## src/rtl/periodic_task_release_timer_core_assert.svh

```systemverilog
// Assertion macros shared by the periodic task release timer RTL
`ifndef PERIODIC_TASK_RELEASE_TIMER_CORE_ASSERT_SVH
`define PERIODIC_TASK_RELEASE_TIMER_CORE_ASSERT_SVH

// Same-cycle implication, checked on every clock edge outside reset
`define PTRT_ASSERT_SAME(label, ante, cons, msg) \
   label: assert property (@(posedge clock) disable iff (reset) (ante) |-> (cons)) \
      else $error(msg);

// Next-cycle implication
`define PTRT_ASSERT_NEXT(label, ante, cons, msg) \
   label: assert property (@(posedge clock) disable iff (reset) (ante) |=> (cons)) \
      else $error(msg);

`endif

```

## src/rtl/ptrt_pkg.sv

```systemverilog
// Types and codes of the periodic task release timer
package ptrt_pkg;

   typedef enum logic [1:0] {
      OP_REGISTER   = 2'd0,
      OP_UNREGISTER = 2'd1,
      OP_TIMER      = 2'd2
   } opcode_type;

   typedef enum logic [1:0] {
      STAT_OK          = 2'd0,
      STAT_BOUNDS      = 2'd1,
      STAT_ZERO_PERIOD = 2'd2,
      STAT_BUSY        = 2'd3
   } status_type;

   typedef enum logic [1:0] {
      S_IDLE = 2'b01,
      S_SCAN = 2'b10
   } state_type;

   localparam int TIME_W = 16;
   localparam int MASK_OUT_W = 8;

endpackage

```

## src/rtl/ptrt_ram.sv

```systemverilog
// Generic simple dual-port RAM, one write and one registered read per cycle
module ptrt_ram #(
   parameter int WIDTH = 16,
   parameter int DEPTH = 8
) (
   input  logic                                       clock,
   input  logic                                       wr_en,
   input  logic [((DEPTH > 1) ? $clog2(DEPTH) : 1)-1:0] wr_addr,
   input  logic [WIDTH-1:0]                           wr_data,
   input  logic [((DEPTH > 1) ? $clog2(DEPTH) : 1)-1:0] rd_addr,
   output logic [WIDTH-1:0]                           rd_data
);

   logic [WIDTH-1:0] mem_ff [DEPTH];
   logic [WIDTH-1:0] rd_data_ff;

   always_ff @(posedge clock) begin
      if (wr_en) begin
         mem_ff[wr_addr] <= wr_data;
      end
      rd_data_ff <= mem_ff[rd_addr];
   end

   assign rd_data = rd_data_ff;

endmodule

```

## src/rtl/periodic_task_release_timer_core.sv

```systemverilog
// Periodic task release timer: task table, command decode and release scan
//
// Register, unregister and unused opcodes finish in the transfer cycle: the
// result strobes on the next cycle and busy stays low, so commands may follow
// one per cycle. A timer match scans the task table one slot per cycle through
// the registered read port of the release and period RAMs and a single shared
// adder, match comparator and minimum comparator: busy stays high for the whole
// scan, and the result strobes after the last slot is evaluated. rsp_strobe is
// high for exactly one cycle per transfer and cannot be held off; rsp_next_interrupt
// is the compare time after the item. No clearing pass follows reset.
`include "periodic_task_release_timer_core_assert.svh"

module periodic_task_release_timer_core #(
   parameter int TASK_SLOTS = 8
) (
   input  logic        clock,
   input  logic        reset,
   input  logic        start,
   output logic        busy,
   input  logic [1:0]  req_opcode,
   input  logic [7:0]  req_slot_index,
   input  logic [15:0] req_phase_ticks,
   input  logic [15:0] req_period_ticks,
   output logic        rsp_strobe,
   output logic [1:0]  rsp_status,
   output logic [15:0] rsp_next_interrupt,
   output logic [7:0]  rsp_released_mask
);

   localparam int IDX_W  = (TASK_SLOTS > 1) ? $clog2(TASK_SLOTS) : 1;
   localparam int CNT_W  = IDX_W + 1;
   localparam int MASK_W = (TASK_SLOTS > ptrt_pkg::MASK_OUT_W) ? TASK_SLOTS
                                                               : ptrt_pkg::MASK_OUT_W;
   localparam int TW     = ptrt_pkg::TIME_W;
   localparam logic [CNT_W-1:0] SLOT_COUNT = CNT_W'(TASK_SLOTS);
   localparam logic [IDX_W-1:0] LAST_IDX   = IDX_W'(TASK_SLOTS - 1);

   ptrt_pkg::state_type  state_ff, state_in;
   ptrt_pkg::opcode_type opcode;

   logic [TASK_SLOTS-1:0] valid_ff, valid_in;
   logic [TW-1:0]         irq_time_ff, irq_time_in;
   logic [CNT_W-1:0]      scan_idx_ff, scan_idx_in;
   logic                  eval_vld_ff, eval_vld_in;
   logic [IDX_W-1:0]      eval_idx_ff, eval_idx_in;
   logic [TW-1:0]         min_ff, min_in;
   logic                  any_ff, any_in;
   logic [MASK_W-1:0]     hit_mask_ff, hit_mask_in;
   logic                  rsp_strobe_ff, rsp_strobe_in;
   logic [1:0]            rsp_status_ff, rsp_status_in;
   logic [7:0]            rsp_mask_ff, rsp_mask_in;

   logic             accept;
   logic             timer_xfer;
   logic             slot_ok;
   logic [IDX_W-1:0] slot_idx;
   logic             period_zero;

   logic             rel_we;
   logic [IDX_W-1:0] rel_waddr;
   logic [TW-1:0]    rel_wdata;
   logic             per_we;
   logic [IDX_W-1:0] rd_addr;
   logic [TW-1:0]    rel_rdata;
   logic [TW-1:0]    per_rdata;

   logic [TW-1:0]    rel_sum;
   logic             hit;
   logic             slot_live;
   logic [TW-1:0]    new_rel;

   assign busy       = (state_ff != ptrt_pkg::S_IDLE);
   assign accept     = start && !busy;
   assign opcode     = ptrt_pkg::opcode_type'(req_opcode);
   assign timer_xfer = accept && (opcode == ptrt_pkg::OP_TIMER);
   assign slot_ok    = 32'(req_slot_index) < 32'(TASK_SLOTS);
   assign slot_idx   = req_slot_index[IDX_W-1:0];
   // period * 4 wraps to zero when the low 14 bits are clear
   assign period_zero = (req_period_ticks[TW-3:0] == '0);
   assign rd_addr    = scan_idx_ff[IDX_W-1:0];

   // shared scan unit: one add, one match compare and one minimum compare per slot
   assign rel_sum   = rel_rdata + per_rdata;
   assign slot_live = valid_ff[eval_idx_ff];
   assign hit       = slot_live && (rel_rdata == irq_time_ff);
   assign new_rel   = hit ? rel_sum : rel_rdata;

   ptrt_ram #(.WIDTH(TW), .DEPTH(TASK_SLOTS)) u_release_ram (
      .clock   (clock),
      .wr_en   (rel_we),
      .wr_addr (rel_waddr),
      .wr_data (rel_wdata),
      .rd_addr (rd_addr),
      .rd_data (rel_rdata)
   );

   ptrt_ram #(.WIDTH(TW), .DEPTH(TASK_SLOTS)) u_period_ram (
      .clock   (clock),
      .wr_en   (per_we),
      .wr_addr (slot_idx),
      .wr_data ({req_period_ticks[TW-3:0], 2'b00}),
      .rd_addr (rd_addr),
      .rd_data (per_rdata)
   );

   always_comb begin
      state_in      = state_ff;
      valid_in      = valid_ff;
      irq_time_in   = irq_time_ff;
      scan_idx_in   = scan_idx_ff;
      eval_vld_in   = eval_vld_ff;
      eval_idx_in   = eval_idx_ff;
      min_in        = min_ff;
      any_in        = any_ff;
      hit_mask_in   = hit_mask_ff;
      rsp_strobe_in = 1'b0;
      rsp_status_in = ptrt_pkg::STAT_OK;
      rsp_mask_in   = '0;
      rel_we        = 1'b0;
      rel_waddr     = slot_idx;
      rel_wdata     = {req_phase_ticks[TW-3:0], 2'b00};
      per_we        = 1'b0;

      unique case (state_ff)
         ptrt_pkg::S_IDLE: begin
            if (accept) begin
               unique case (opcode)
                  ptrt_pkg::OP_REGISTER: begin
                     rsp_strobe_in = 1'b1;
                     priority if (!slot_ok) begin
                        rsp_status_in = ptrt_pkg::STAT_BOUNDS;
                     end else if (period_zero) begin
                        rsp_status_in = ptrt_pkg::STAT_ZERO_PERIOD;
                     end else if (valid_ff[slot_idx]) begin
                        rsp_status_in = ptrt_pkg::STAT_BUSY;
                     end else begin
                        rel_we             = 1'b1;
                        per_we             = 1'b1;
                        valid_in[slot_idx] = 1'b1;
                     end
                  end
                  ptrt_pkg::OP_UNREGISTER: begin
                     rsp_strobe_in = 1'b1;
                     if (!slot_ok) begin
                        rsp_status_in = ptrt_pkg::STAT_BOUNDS;
                     end else begin
                        valid_in[slot_idx] = 1'b0;
                     end
                  end
                  ptrt_pkg::OP_TIMER: begin
                     state_in    = ptrt_pkg::S_SCAN;
                     scan_idx_in = '0;
                     eval_vld_in = 1'b0;
                     any_in      = 1'b0;
                     hit_mask_in = '0;
                  end
                  default: begin
                     rsp_strobe_in = 1'b1;
                  end
               endcase
            end
         end
         ptrt_pkg::S_SCAN: begin
            // read stage runs one slot ahead of the evaluate stage
            if (scan_idx_ff < SLOT_COUNT) begin
               eval_vld_in = 1'b1;
               eval_idx_in = scan_idx_ff[IDX_W-1:0];
               scan_idx_in = scan_idx_ff + 1'b1;
            end else begin
               eval_vld_in = 1'b0;
            end
            if (eval_vld_ff) begin
               if (hit) begin
                  rel_we                   = 1'b1;
                  rel_waddr                = eval_idx_ff;
                  rel_wdata                = rel_sum;
                  hit_mask_in[eval_idx_ff] = 1'b1;
               end
               if (slot_live && (!any_ff || (new_rel < min_ff))) begin
                  min_in = new_rel;
                  any_in = 1'b1;
               end
               if (eval_idx_ff == LAST_IDX) begin
                  state_in      = ptrt_pkg::S_IDLE;
                  eval_vld_in   = 1'b0;
                  irq_time_in   = any_in ? min_in : '0;
                  rsp_strobe_in = 1'b1;
                  rsp_mask_in   = hit_mask_in[7:0];
               end
            end
         end
         default: begin
            state_in = ptrt_pkg::S_IDLE;
         end
      endcase
   end

   always_ff @(posedge clock) begin
      if (reset) begin
         state_ff      <= ptrt_pkg::S_IDLE;
         valid_ff      <= '0;
         irq_time_ff   <= '0;
         eval_vld_ff   <= 1'b0;
         rsp_strobe_ff <= 1'b0;
      end else begin
         state_ff      <= state_in;
         valid_ff      <= valid_in;
         irq_time_ff   <= irq_time_in;
         eval_vld_ff   <= eval_vld_in;
         rsp_strobe_ff <= rsp_strobe_in;
      end
   end

   always_ff @(posedge clock) begin
      scan_idx_ff   <= scan_idx_in;
      eval_idx_ff   <= eval_idx_in;
      min_ff        <= min_in;
      any_ff        <= any_in;
      hit_mask_ff   <= hit_mask_in;
      rsp_status_ff <= rsp_status_in;
      rsp_mask_ff   <= rsp_mask_in;
   end

   assign rsp_strobe         = rsp_strobe_ff;
   assign rsp_status         = rsp_status_ff;
   assign rsp_next_interrupt = irq_time_ff;
   assign rsp_released_mask  = rsp_mask_ff;

   `PTRT_ASSERT_NEXT(a_timer_goes_busy, timer_xfer, busy, "timer transfer did not start scan")
   `PTRT_ASSERT_NEXT(a_cmd_responds, accept && !timer_xfer, rsp_strobe_ff, "command result missing")
   `PTRT_ASSERT_SAME(a_rsp_has_source, rsp_strobe_ff, $past(accept) || $past(busy), "spurious result strobe")
   `PTRT_ASSERT_SAME(a_mask_from_scan, rsp_strobe_ff && (rsp_mask_ff != 8'd0), $past(busy), "release mask outside timer match")

endmodule
```

## config.mk

```make
export PLATFORM = sky130hd
export DESIGN_NAME = periodic_task_release_timer_core
export DESIGN_NICKNAME = d
export VERILOG_FILES = /design/src/rtl/ptrt_pkg.sv /design/src/rtl/ptrt_ram.sv /design/src/rtl/periodic_task_release_timer_core.sv
export VERILOG_INCLUDE_DIRS = /design/src /design/src/rtl
export SDC_FILE = /design/constraint.sdc
export NUM_CORES = 1
export LEC_CHECK = 0
export BUFFER_PORTS_ARGS = -buffer_cell sky130_fd_sc_hd__buf_2
export CAP_MARGIN = 10
export CORE_MARGIN = 10
export CORE_UTILIZATION = 40
export CTS_BUF_LIST = sky130_fd_sc_hd__clkbuf_4 sky130_fd_sc_hd__clkbuf_8
export DETAILED_ROUTE_END_ITERATION = 12
export HOLD_SLACK_MARGIN = 0.12
export PLACE_DENSITY = 0.57
export SLEW_MARGIN = 20
export SYNTH_ARGS = -nofsm -noshare
export SYNTH_HDL_FRONTEND = slang
export SYNTH_HIERARCHICAL = 1
export SYNTH_SLANG_ARGS = --single-unit
```

## constraint.sdc

```tcl
create_clock -name clock -period 5.3 [get_ports clock]
set_input_delay 0.265 -clock clock [delete_from_list [all_inputs] [get_ports clock]]
set_output_delay 0.265 -clock clock [all_outputs]
set_load 0.02 [all_outputs]
```

==> results.sh <==
export IMPL_arrival_ps=5450
export IMPL_clock_path_buffers=3
export IMPL_areaGrowthSynthToFinish_pct=18.87
export IMPL_hp_class="in2reg"
export IMPL_min_delay_start="req_slot_index[2]"
export IMPL_cpPeakStageDelay_ps=600
export IMPL_cts_sinks=358
export IMPL_crit_slowest_cell="or4_1"
export IMPL_finalWeightedCongestion=0.8493
export IMPL_cts_buffers=60
export IMPL_report_final_slew_viol_count=0
export IMPL_yosysSeqAreaShare_pct=65.91
export IMPL_seq_area_um2=10050
export IMPL_grt_max_degree=37
export IMPL_grt_overflow=0
export IMPL_avgSynthCellArea_um2=17.13
export IMPL_yosys_area_share_simple_pct=5.194
export IMPL_fp_dieArea_um2=46330
export IMPL_fillCellCount=3277
export IMPL_clk_pin_slew_ps=60
export IMPL_synth_mux_area_fraction_pct=16.82
export IMPL_grt_use_total_pct=14.73
export IMPL_cts_tree="done"
export IMPL_path_delay_family="compound AO/OA/AOI/OAI gates"
export IMPL_leakagePower_nw=6.715
export IMPL_hold_viol_final=0
export IMPL_rsz0062_at_grt="no"
export IMPL_use_met1_pct=19.53
export IMPL_synth_top_family_by_area="multiplexers"
export IMPL_routed_wl_um=34330
export IMPL_grt_pass1_vias=8586
export IMPL_vias_per_cell=5.136
export IMPL_fmax_mhz=204.5
export IMPL_clock_skew_ps=55.96
export IMPL_yosys_cell_types_count=62
export IMPL_fin_nets=1151
export IMPL_ys_seq_elements=358
export IMPL_dp_hpwl_um=21500
export IMPL_syn_area_um2=15250
export IMPL_grt_met2_usage_pct=24.02
export IMPL_drt_iter0_drc=459
export IMPL_yosys_area_share_xor_xnor_pct=1.838
export IMPL_drive_above_1_share_pct=27.40
export IMPL_wl_per_cell_um=21.00
export IMPL_antenna_left=0
export IMPL_path_max_fanout=4
export IMPL_ys_warn_count=6
export IMPL_async_reset_ff_share_pct=0
export IMPL_crit_required_ps=5860
export IMPL_finalSetupViolations=0
export IMPL_rows=71
export IMPL_die_y_um=215.2
export IMPL_dpl_cell_area_um2=16310
export IMPL_port_buffers=68
export IMPL_power_density_nw_per_um2=461.7
export IMPL_synth_edf_count=288
export IMPL_cts_root_buf="clkbuf_8"
export IMPL_die_w_um=215.2
export IMPL_clk_latency_ps=680
export IMPL_path_cells="ha_1 > fa_1 > a211oi_1 > o21ai_0 > a41oi_2 > o21ai_0 > xor2_1 > mux2_2 > ha_1 > nand3_1 > or4_1 > nor2_1 > o311ai_4 > o211ai_4 > buf_4 > mux2_4 > a22o_1"
export IMPL_use_met3_pct=2.851
export IMPL_grt_pass1_wl_um=52270
export IMPL_synth_cells=890
export IMPL_finalSetupTns_ps=0
export IMPL_rr_startpoint="u_release_ram/rd_data[0]"
export IMPL_coreArea_um2=37670
export IMPL_drc_errors=0
export IMPL_htreeDepth=2
export IMPL_grt_busiest_layer="met2"
export IMPL_io_pins=73
export IMPL_post_route_period_util_pct=92.25
export IMPL_startpoint_type="register"
export IMPL_status="completed"
export IMPL_antenna_found_initial=1
export IMPL_multiInputGateArea_um2=4994
export IMPL_initial_utilization_pct=40.48
export IMPL_fin_area_um2=18120
export IMPL_diodes=0
export IMPL_layout_common_cells="288 x edfxtp_1, 79 x clkbuf_8, 70 x dfxtp_1, 68 x buf_2, 65 x mux2_2"
export IMPL_firstDrtPassIters=5
export IMPL_synthAdderAreaFrac_pct=2.839
export IMPL_synth_compound_area_share_pct=5.465
export IMPL_min_period_ps=4889
export IMPL_crit_path_end_kind="register"
export IMPL_cap_violations=0
export IMPL_synth_flop_cell="edfxtp_1"
export IMPL_vias=8398
export IMPL_cp_startpoint="u_release_ram/rd_data[0]"
export IMPL_critical_path_class="reg2reg"
export IMPL_ir_worst_vdd_mv=0.2990
export IMPL_path_buf_inv=1
export IMPL_final_common_cell="edfxtp_1"
export IMPL_maxSlewHeadroom_pct=30.54
export IMPL_tightest_slew_ps=1038
==> worst paths after layout <==
check / to / slack (ps) / cells past startpoint
max: rsp_next_interrupt[11] / 410 / 17
max reg2reg: rsp_next_interrupt[11] / 410 / 17
min reg2reg: rsp_released_mask[5] / 470 / 2
min: register / 230 / 4
==> metrics by stage <==
step | worst slack [ps] | util (%) | hold WS (ps) | total power [mW] | instances
2_1_floorplan | 853.3 | - | 337.1 | 5.036 | 905
3_3_place_gp | 312.5 | 43.30 | 463.7 | 5.714 | 1479
3_5_place_dp | 239.7 | 43.30 | 467.0 | 5.714 | 1479
4_1_cts | 195.1 | 48.00 | 196.7 | 8.459 | 1632
5_1_grt | 97.64 | 48.12 | 256.6 | 8.800 | 1635
6_report | 410.8 | 48.12 | 226.9 | 8.368 | 1635
==> cell type report <==
class	count	share of cell area, %
clock buffer	103	6.993
clock inverter	11	0.6351
inverter	24	0.4971
multi-input combinational	491	27.55
sequential	358	55.45
tap	511	3.528
timing repair buffer	137	5.343
==> where the power goes <==
part | total [mW] | switching [mW] | internal [mW] | leakage [nW]
registers | 3.39 | 0.158 | 3.23 | 3.22
clock network | 2.68 | 1.12 | 1.56 | 0.737
logic | 2.30 | 1.29 | 1.01 | 2.76
==> cell usage after synthesis, drive strengths merged (6+ instances only) <==
cell type | number | area (µm²)
and2 | 11 | 68.82
nor3 | 7 | 35.03
nand2b | 9 | 56.30
mux4 | 64 | 1652
xor2 | 20 | 175.2
a211oi | 10 | 75.07
edfxtp | 288 | 8648
nor2 | 41 | 153.9
a31oi | 11 | 68.82
clkbuf | 11 | 43.79
and3 | 6 | 37.54
ha | 33 | 412.9
a22o | 16 | 140.1
xnor2 | 12 | 105.1
nand2 | 25 | 93.84
a21o | 9 | 67.56
a21oi | 34 | 181.4
dfxtp | 70 | 1401
buf | 21 | 156.4
nor4 | 10 | 68.81
mux2 | 76 | 893.4
inv | 24 | 90.09
o21ai | 10 | 50.05
nor2b | 21 | 131.4
==> flip-flops by register name (all words and copies together), names as in the netlist, named ones only <==
name                   flops
eval_vld_ff                1
u_release_ram/rd_data     16
u_release_ram/mem_ff     128
u_period_ram/mem_ff      128
rsp_next_interrupt        16
min_ff                    16
rsp_status                 2
rsp_strobe                 1
scan_idx_ff                4
state_ff                   2
any_ff                     1
eval_idx_ff                3
rsp_released_mask          8
u_period_ram/rd_data      16
hit_mask_ff                8
==> routing by layer <==
| layer | routed length [µm] | up-vias | share of wire [%] |
|---|---|---|---|
| met5 | 0 | - | 0 |
| met4 | 674 | 0 | 2.0 |
| met3 | 1412 | 53 | 4.1 |
| met2 | 16660 | 161 | 49 |
| met1 | 15590 | 4248 | 45 |
| li1 | - | 3936 | - |
==> logic make-up after synthesis <==
family,Yosys count
adder cells (fa/ha/maj),34
multiplexers,142
XOR/XNOR,32
flip-flops,358
AO/OA/AOI/OAI,116
AND/OR/NAND/NOR,151
buffers and inverters,56
other,1
==> what timing repair did <==
| item | CTS | global route |
|---|---|---|
| hold buffers | 39 | 0 |
| hold endpoints to repair | 226 | 0 |
| buffers inserted | 0 | 3 |
| setup endpoints to repair | 0 | 32 |
| resized for setup | 0 | 1 |
==> worst register-to-register path, stage by stage (launching register included) <==
cell,delay (ps)
dfxtp_1,350
ha_1,260
fa_1,430
a211oi_1,320
o21ai_0,220
a41oi_2,330
o21ai_0,170
xor2_1,180
mux2_2,310
ha_1,280
nand3_1,130
or4_1,600
nor2_1,210
o311ai_4,130
o211ai_4,140
buf_4,210
mux2_4,310
a22o_1,210
(Power assumes the default switching activity.)
